$ cat config.mk
export PLATFORM = sky130hd
export DESIGN_NAME = bitmap_block_allocator_unit
export DESIGN_NICKNAME = d
export VERILOG_FILES = /design/src/rtl/core/bba_pkg.sv /design/src/rtl/core/bitmap_block_allocator_unit.sv
export SDC_FILE = /design/constraint.sdc
export NUM_CORES = 2
export LEC_CHECK = 0
export BUFFER_PORTS_ARGS = -buffer_cell sky130_fd_sc_hd__buf_2
export CAP_MARGIN = 10
export CORE_ASPECT_RATIO = 0.9
export CORE_MARGIN = 4
export CORE_UTILIZATION = 45
export DETAILED_ROUTE_END_ITERATION = 6
export MAX_ROUTING_LAYER = met4
export RECOVER_POWER = 25
export SYNTH_ARGS = -nofsm -noshare
export SYNTH_HDL_FRONTEND = slang
export SYNTH_SLANG_ARGS = --single-unit
$ cat constraint.sdc
create_clock -name clk -period 19 [get_ports clk]
set_clock_uncertainty 0.05 [all_clocks]
set_input_delay 0.95 -clock clk [delete_from_list [all_inputs] [get_ports clk]]
set_output_delay 0.95 -clock clk [all_outputs]
set_load 0.01 [all_outputs]
$ cat src/rtl/core/bba_pkg.sv
`timescale 1ns / 1ps
`default_nettype none
// ----------------------------------------------------------------------------
// Block allocator package
// Shared constants, status codes and request/response payload types for the
// first-fit bitmap block allocator.
// ----------------------------------------------------------------------------
package bba_pkg;

	// Default sizing of the bitmap. The word width must be a power of two.
	localparam int unsigned MAX_BLOCKS_DEF    = 4096;
	localparam int unsigned MAP_WORD_BITS_DEF = 64;

	// Fixed field widths of the interface.
	localparam int unsigned DISK_BLOCKS_W = 13;
	localparam int unsigned BLOCK_W       = 12;

	localparam logic [DISK_BLOCKS_W-1:0] DISK_BLOCKS_RESET = 13'd4096;

	// Request kinds.
	localparam logic REQ_ALLOC = 1'b0;
	localparam logic REQ_FREE  = 1'b1;

	typedef enum logic [1:0] {
		STATUS_OK          = 2'd0,
		STATUS_FULL        = 2'd1,
		STATUS_DOUBLE_FREE = 2'd2,
		STATUS_RANGE       = 2'd3
	} status_t;

	typedef struct packed {
		logic               req_type;
		logic [BLOCK_W-1:0] block_number;
	} req_t;

	typedef struct packed {
		logic [BLOCK_W-1:0] granted_block;
		status_t            status;
	} rsp_t;

endpackage
`default_nettype wire

$ cat src/rtl/core/bitmap_block_allocator_unit.sv
`timescale 1ns / 1ps
`default_nettype none
// ----------------------------------------------------------------------------
// First-fit bitmap block allocator
// Keeps one in-use bit per disk block in a synchronous bitmap memory. An
// allocate request scans the bitmap for the lowest free block below the disk
// size and marks it used; a free request clears the bit of one block.
// ----------------------------------------------------------------------------
// Sequence: an allocate reads and scans the bitmap word by word from word 0, a free reads one
// word and writes it back, and a request rejected at once goes straight to the done state. A
// new request is taken only after the last result has moved to the response register. The
// single read port scans one word per cycle, and a full response register holds a finished
// result. Reset: arst_n clears the registers, then a pass zeroes every bitmap word (64 by
// default) before requests are taken; disk size resets to 4096.
module bitmap_block_allocator_unit
	import bba_pkg::*;
#(
	parameter int unsigned MAX_BLOCKS    = MAX_BLOCKS_DEF,
	parameter int unsigned MAP_WORD_BITS = MAP_WORD_BITS_DEF
) (
	input  wire logic                     clk,
	input  wire logic                     arst_n,
	// Request channel.
	input  wire logic                     req_valid,
	output logic                          req_ready,
	input  wire req_t                     req_data,
	// Response channel.
	output logic                          rsp_valid,
	input  wire logic                     rsp_ready,
	output rsp_t                          rsp_data,
	// Disk size register.
	input  wire logic                     disk_blocks_we,
	input  wire logic [DISK_BLOCKS_W-1:0] disk_blocks_wdata
);

	// Number of bitmap words and the widths derived from it.
	localparam int unsigned MAP_WORDS = (MAX_BLOCKS + MAP_WORD_BITS - 1) / MAP_WORD_BITS;
	localparam int unsigned AW        = (MAP_WORDS > 1) ? $clog2(MAP_WORDS) : 1;
	localparam int unsigned WBL       = $clog2(MAP_WORD_BITS);
	localparam int unsigned BNW       = AW + WBL;
	// The size arithmetic must hold both the register value and MAX_BLOCKS.
	localparam int unsigned SW_MAX    = $clog2(MAX_BLOCKS + 1);
	localparam int unsigned SW        = (SW_MAX > DISK_BLOCKS_W) ? SW_MAX : DISK_BLOCKS_W;

	typedef enum logic [2:0] {
		ST_CLEAR,
		ST_IDLE,
		ST_SCAN,
		ST_FREE,
		ST_DONE
	} state_t;

	typedef logic [MAP_WORD_BITS-1:0] map_word_t;

	// Bitmap memory: one read port and one write port, read data registered.
	map_word_t mem [MAP_WORDS];

	state_t                   state_q;
	logic [DISK_BLOCKS_W-1:0] disk_blocks_q;
	logic [AW-1:0]            clr_addr_q;
	logic [AW-1:0]            word_s1;
	logic [SW-1:0]            rem_s1;
	logic [WBL-1:0]           free_bit_q;
	map_word_t                rd_data_s1;
	rsp_t                     res_q;
	rsp_t                     rsp_q;
	logic                     rsp_valid_q;

	logic          accept;
	logic [SW-1:0] size_w;
	logic          in_range;
	logic [AW-1:0] req_word;
	map_word_t     scan_mask;
	map_word_t     avail;
	logic          found;
	logic [WBL-1:0] found_idx;
	logic          last_word;
	logic [BNW-1:0] grant_full;
	logic          rd_en;
	logic [AW-1:0] rd_addr;
	logic          wr_en;
	logic [AW-1:0] wr_addr;
	map_word_t     wr_data;

	// The disk size saturates at the number of blocks the bitmap covers.
	always_comb begin
		if (SW'(disk_blocks_q) > SW'(MAX_BLOCKS)) begin
			size_w = SW'(MAX_BLOCKS);
		end else begin
			size_w = SW'(disk_blocks_q);
		end
	end

	assign req_ready = (state_q == ST_IDLE);
	assign accept    = req_valid && req_ready;
	assign in_range  = SW'(req_data.block_number) < size_w;
	assign req_word  = AW'(req_data.block_number >> WBL);

	// rem_s1 counts the blocks left from the start of the word in the read
	// data register; only bits below it take part in the scan.
	always_comb begin
		for (int b = 0; b < MAP_WORD_BITS; b++) begin
			scan_mask[b] = rem_s1 > SW'(b);
		end
	end

	assign avail     = ~rd_data_s1 & scan_mask;
	assign found     = |avail;
	assign last_word = rem_s1 <= SW'(MAP_WORD_BITS);

	// Lowest free bit of the current word.
	always_comb begin
		found_idx = '0;
		for (int b = MAP_WORD_BITS - 1; b >= 0; b--) begin
			if (avail[b]) begin
				found_idx = WBL'(b);
			end
		end
	end

	assign grant_full = {word_s1, found_idx};

	// Memory port control. The scan reads the next word while it examines the
	// current one, so the scan moves one word per cycle. The word written when
	// a block is found is never the one being read in the same cycle.
	always_comb begin
		rd_en   = 1'b0;
		rd_addr = '0;
		wr_en   = 1'b0;
		wr_addr = word_s1;
		wr_data = '0;
		case (state_q)
			ST_CLEAR: begin
				wr_en   = 1'b1;
				wr_addr = clr_addr_q;
			end
			ST_IDLE: begin
				if (accept) begin
					if (req_data.req_type == REQ_ALLOC) begin
						rd_en   = (size_w != '0);
						rd_addr = '0;
					end else begin
						rd_en   = in_range;
						rd_addr = req_word;
					end
				end
			end
			ST_SCAN: begin
				if (found) begin
					wr_en   = 1'b1;
					wr_data = rd_data_s1 | (map_word_t'(1) << found_idx);
				end else if (!last_word) begin
					rd_en   = 1'b1;
					rd_addr = word_s1 + AW'(1);
				end
			end
			ST_FREE: begin
				wr_en   = 1'b1;
				wr_data = rd_data_s1 & ~(map_word_t'(1) << free_bit_q);
			end
			default: begin
				rd_en = 1'b0;
			end
		endcase
	end

	always_ff @(posedge clk) begin
		if (wr_en) begin
			mem[wr_addr] <= wr_data;
		end
		if (rd_en) begin
			rd_data_s1 <= mem[rd_addr];
		end
	end

	// The disk size register must be written only while idle; the block does not enforce it.
	always_ff @(posedge clk or negedge arst_n) begin
		if (!arst_n) begin
			disk_blocks_q <= DISK_BLOCKS_RESET;
		end else if (disk_blocks_we) begin
			disk_blocks_q <= disk_blocks_wdata;
		end
	end

	// Sequencer. A finished result waits in res_q until the response register
	// is free; new requests are taken while an older response is unclaimed.
	always_ff @(posedge clk or negedge arst_n) begin
		if (!arst_n) begin
			state_q     <= ST_CLEAR;
			clr_addr_q  <= '0;
			word_s1     <= '0;
			rem_s1      <= '0;
			free_bit_q  <= '0;
			res_q       <= '0;
			rsp_q       <= '0;
			rsp_valid_q <= 1'b0;
		end else begin
			// In the done state the handoff below owns the response valid.
			if (rsp_valid_q && rsp_ready && state_q != ST_DONE) begin
				rsp_valid_q <= 1'b0;
			end
			case (state_q)
				ST_CLEAR: begin
					clr_addr_q <= clr_addr_q + AW'(1);
					if (clr_addr_q == AW'(MAP_WORDS - 1)) begin
						state_q <= ST_IDLE;
					end
				end
				ST_IDLE: begin
					if (accept) begin
						res_q.granted_block <= '0;
						if (req_data.req_type == REQ_ALLOC) begin
							word_s1 <= '0;
							rem_s1  <= size_w;
							if (size_w == '0) begin
								res_q.status <= STATUS_FULL;
								state_q      <= ST_DONE;
							end else begin
								state_q <= ST_SCAN;
							end
						end else begin
							word_s1    <= req_word;
							free_bit_q <= req_data.block_number[WBL-1:0];
							if (!in_range) begin
								res_q.status <= STATUS_RANGE;
								state_q      <= ST_DONE;
							end else begin
								state_q <= ST_FREE;
							end
						end
					end
				end
				ST_SCAN: begin
					if (found) begin
						res_q.granted_block <= BLOCK_W'(grant_full);
						res_q.status        <= STATUS_OK;
						state_q             <= ST_DONE;
					end else if (last_word) begin
						res_q.granted_block <= '0;
						res_q.status        <= STATUS_FULL;
						state_q             <= ST_DONE;
					end else begin
						word_s1 <= word_s1 + AW'(1);
						rem_s1  <= rem_s1 - SW'(MAP_WORD_BITS);
					end
				end
				ST_FREE: begin
					res_q.granted_block <= '0;
					if (rd_data_s1[free_bit_q]) begin
						res_q.status <= STATUS_OK;
					end else begin
						res_q.status <= STATUS_DOUBLE_FREE;
					end
					state_q <= ST_DONE;
				end
				ST_DONE: begin
					if (!rsp_valid_q || rsp_ready) begin
						rsp_q       <= res_q;
						rsp_valid_q <= 1'b1;
						state_q     <= ST_IDLE;
					end
				end
				default: begin
					state_q <= ST_IDLE;
				end
			endcase
		end
	end

	assign rsp_valid = rsp_valid_q;
	assign rsp_data  = rsp_q;

`ifndef NO_ASSERTIONS
	// The write-back never targets the word being read in the same cycle.
	a_no_rw_collision: assert property (@(posedge clk) disable iff (!arst_n)
		(wr_en && rd_en) |-> (wr_addr != rd_addr))
		else $error("bitmap read and write hit the same word");

	// The scan always has at least one block left in the word it examines.
	a_scan_nonempty: assert property (@(posedge clk) disable iff (!arst_n)
		(state_q == ST_SCAN) |-> (rem_s1 != '0))
		else $error("scan running past the disk size");

	// A finished result moves to the response register as soon as it is free.
	a_done_drains: assert property (@(posedge clk) disable iff (!arst_n)
		(state_q == ST_DONE && (!rsp_valid_q || rsp_ready))
		|=> (rsp_valid_q && state_q == ST_IDLE))
		else $error("finished result not handed to the response register");

	// An accepted request always leaves the idle state.
	a_accept_leaves_idle: assert property (@(posedge clk) disable iff (!arst_n)
		accept |=> (state_q != ST_IDLE))
		else $error("accepted request was dropped");
`endif

endmodule
`default_nettype wire
==> results.toml <==
[layout]
final_common_cell = "edfxtp_1"
regArea_um2 = 127000
final_net_count = 13400
layout-drive-gt1-share_pct = 8.00
multiInputGateArea_um2 = 40100
area_growth_pct = 11.6
finish.instance_area_um2 = 189000
stdcell_count = 18700
fill_cells = 31900
mostFrequentLayoutCells = "edfxtp_1 (4,160), nand2_1 (4,157), nand3_1 (2,591)"

[detailed_routing]
wl_per_cell_um = 32.2
final_antenna_net_count = 0
drc = 0
num_vias = 116000
drt_iter0_markers = 18500
routed_wl_um = 603000
vias_per_cell = 6.20
first_pass_iters = 7

[clock_tree]
cts_sinks = 4236
clock_path_buffers = 4
tritoncts = "yes"
clkSlewWorstSetupHoldPaths_ps = 90
cts_resized = 0
cts_setup_buffers = 0
clk_latency_ps = 1020
cts_root_buffer = "clkbuf_16"
ctsHoldBuffers = 0
htreeDepth = 5
cts_made_buffers = 421

[hold_path]
hold_path.class = "input pin to flop"

[status]
outcome = "complete, but fails checks"
violations = "max-capacitance violations, max-slew violations"

[logic_synthesis]
synth_top_family_by_area = "simple AND/OR/NAND/NOR gates"
yosysTopAreaCell = "edfxtp_1"
synth_nets = 13500
synth.area.mux_share_pct = 0.657
synthTopCellsByArea = "edfxtp_1 (74%), nand2_1 (9.2%), nand3_1 (7.6%)"
yosysTopAreaCellShare_pct = 73.7
yosys.area_share.xor_xnor_pct = 0.0568
syn_area_per_cell_um2 = 12.6
synth-compound-area-share_pct = 2.57
synthFlopType = "edfxtp_1"
synth.cell_area_um2 = 170000
synth_edf_count = 4160
async_flop_share_pct = 1.79
yosysSeqAreaShare_pct = 74.8
ys_types = 100
yosysWarnings = 0
synth_fa_ha_area_share_pct = 0.111
synth_seq_cells = 4236
synthSimpleGateAreaFrac_pct = 19.6
synth_cells = 13400

[sta]
setup_viol = 0
tightest_slew_ps = 9400
max_slew_margin_pct = -527
period_needed_ps = 13160
rsz0062_at_grt = "false"
fin_ws_ps = 5840
slew_viol_final = 2530
hold_viol = 0
fmax_mhz = 76.0
period_share_pct = 69.3
setup-tns-final_ps = 0

[critical_path]
critPathLaunchType = "flop"
cp-endpoint = "mem[42][31]"
path_class = "flop to flop"
worstPathMaxFanout = 64
r2r_slack_ps = 5840
critPathLaunch = "rem_s1[11]"
r2r.worst_path.cells = 15
end_kind = "flop"
r2r-end = "mem[42][31]"
required_ps = 19230
rr_startpoint = "rem_s1[11]"
critPathArrivalTime_ps = 13400

[global_route]
grt_first_pass_wirelength_um = 837000
grt.total_usage_pct = 31.4
grt_max_degree = 172
antenna_found_initial = 23
grt.met3_usage_pct = 5.77
use_met1_pct = 43.3
gr-usage-met2_pct = 46.3
grt_pass1_vias = 105000
grt.busiest_layer = "met2"
grt_remaining_overflow = 0

[place]
placed_cell_area_um2 = 177000
io_buffer_count = 46
placed_cells = 17900
dp_hpwl_um = 310000
dp_slack_ps = 11110
gp_congestion = 1.03

[job]
drv_cap = 78

[power_and_ir_drop]
power_w = 0.0182
ir_drop_v = 0.0000820
p_per_area_nw_per_um2 = 96.1
p_leak_nw = 59.8

[die]
die_area_um2 = 387000
dieWidth_um = 655
num_io_pins = 47
dieHeight_um = 590
start_util_pct = 45.3
row_count = 213
core-area_um2 = 375000
-- worst min path at each step --
stage / start / to / slack [ps] / cells after the start
6_report: disk_blocks_wdata[3] / disk_blocks_q[3] / 120 / 2
5_1_grt: disk_blocks_wdata[2] / disk_blocks_q[2] / 120 / 2
4_1_cts: arst_n / disk_blocks_q[2] / 50 / 1
3_5_place_dp: res_q[7] / res_q[7] / 440 / 2
3_3_place_gp: res_q[7] / res_q[7] / 420 / 2
2_1_floorplan: res_q[7] / res_q[7] / 390 / 2
-- critical path, cell delays in order (launching register included) --
cell,delay [ps]
dfrtp_1,610
nor4_1,360
clkbuf_1,830
nand2_1,730
a311oi_1,800
nor2b_1,170
nor2b_1,220
nand2_1,130
nor2_1,80
nand2_1,210
nor2_1,110
o211ai_1,650
nand3_1,140
clkbuf_1,460
nor2_4,180
clkbuf_1,6480
-- layout make-up --
class                           count  share of cell area [%]
Tap cell                         4945                    3.27
Antenna cell                       22                  0.0291
Timing Repair Buffer              398                    1.49
Clock inverter                    241                    1.07
Sequential cell                  4236                    67.0
Multi-Input combinational cell   8307                    21.2
Clock buffer                      529                    5.83
Inverter                           18                  0.0357
-- state kept, by name, summed over array words and instances (netlist names) --
signal	flops
clr_addr_q	6
disk_blocks_q	13
free_bit_q	6
mem	4096
rd_data_s1	64
rem_s1	13
res_q	14
rsp_data	14
rsp_valid	1
state_q	3
word_s1	6
-- cell usage after synthesis, types with 21 or more instances --
cell,count
mux4_2,21
and2_1,21
buf_2,173
nor3_1,32
or4_1,62
edfxtp_1,4160
buf_4,56
buf_1,60
dfrtp_1,75
a31oi_1,150
mux2_2,32
a21oi_1,122
nand3_1,2591
a32oi_1,25
mux2i_1,28
nand4_1,338
clkbuf_1,564
nor2_1,153
nand2_1,4157
o21ai_0,211
-- kinds of logic (layout without fill, tap and decap cells) --
| logic type | count (synthesis) | in the layout |
|---|---|---|
| xor gates and xnor gates | 11 | 11 |
| DFF | 4236 | 4236 |
| other | 0 | 22 |
| muxes | 81 | 81 |
| adders and majority gates | 15 | 15 |
| buffers and inverters | 875 | 1186 |
| and+or+nand+nor | 7512 | 7512 |
| AOI/OAI and AO/OA | 688 | 688 |
-- routing by layer --
layer  vias up  wire [µm]
met5         -          0
met4         0      27800
met3      1287      68900
met2      7129     271000
met1     58600     235000
li1      48900          -
-- where the power goes --
group          internal (W)  switching [W]
clock network       0.00444        0.00360
registers            0.0101     0.00000501
logic            0.00000984      0.0000196
-- per-stage QoR --
step           utilization (%)  hold WS (ps)
3_3_place_gp              47.1           417
4_1_cts                   50.6          54.4
3_5_place_dp              47.1           439
6_report                  50.5           120
5_1_grt                   50.5           120
2_1_floorplan                -           393
No activity file was read; power rests on OpenSTA's default activity.
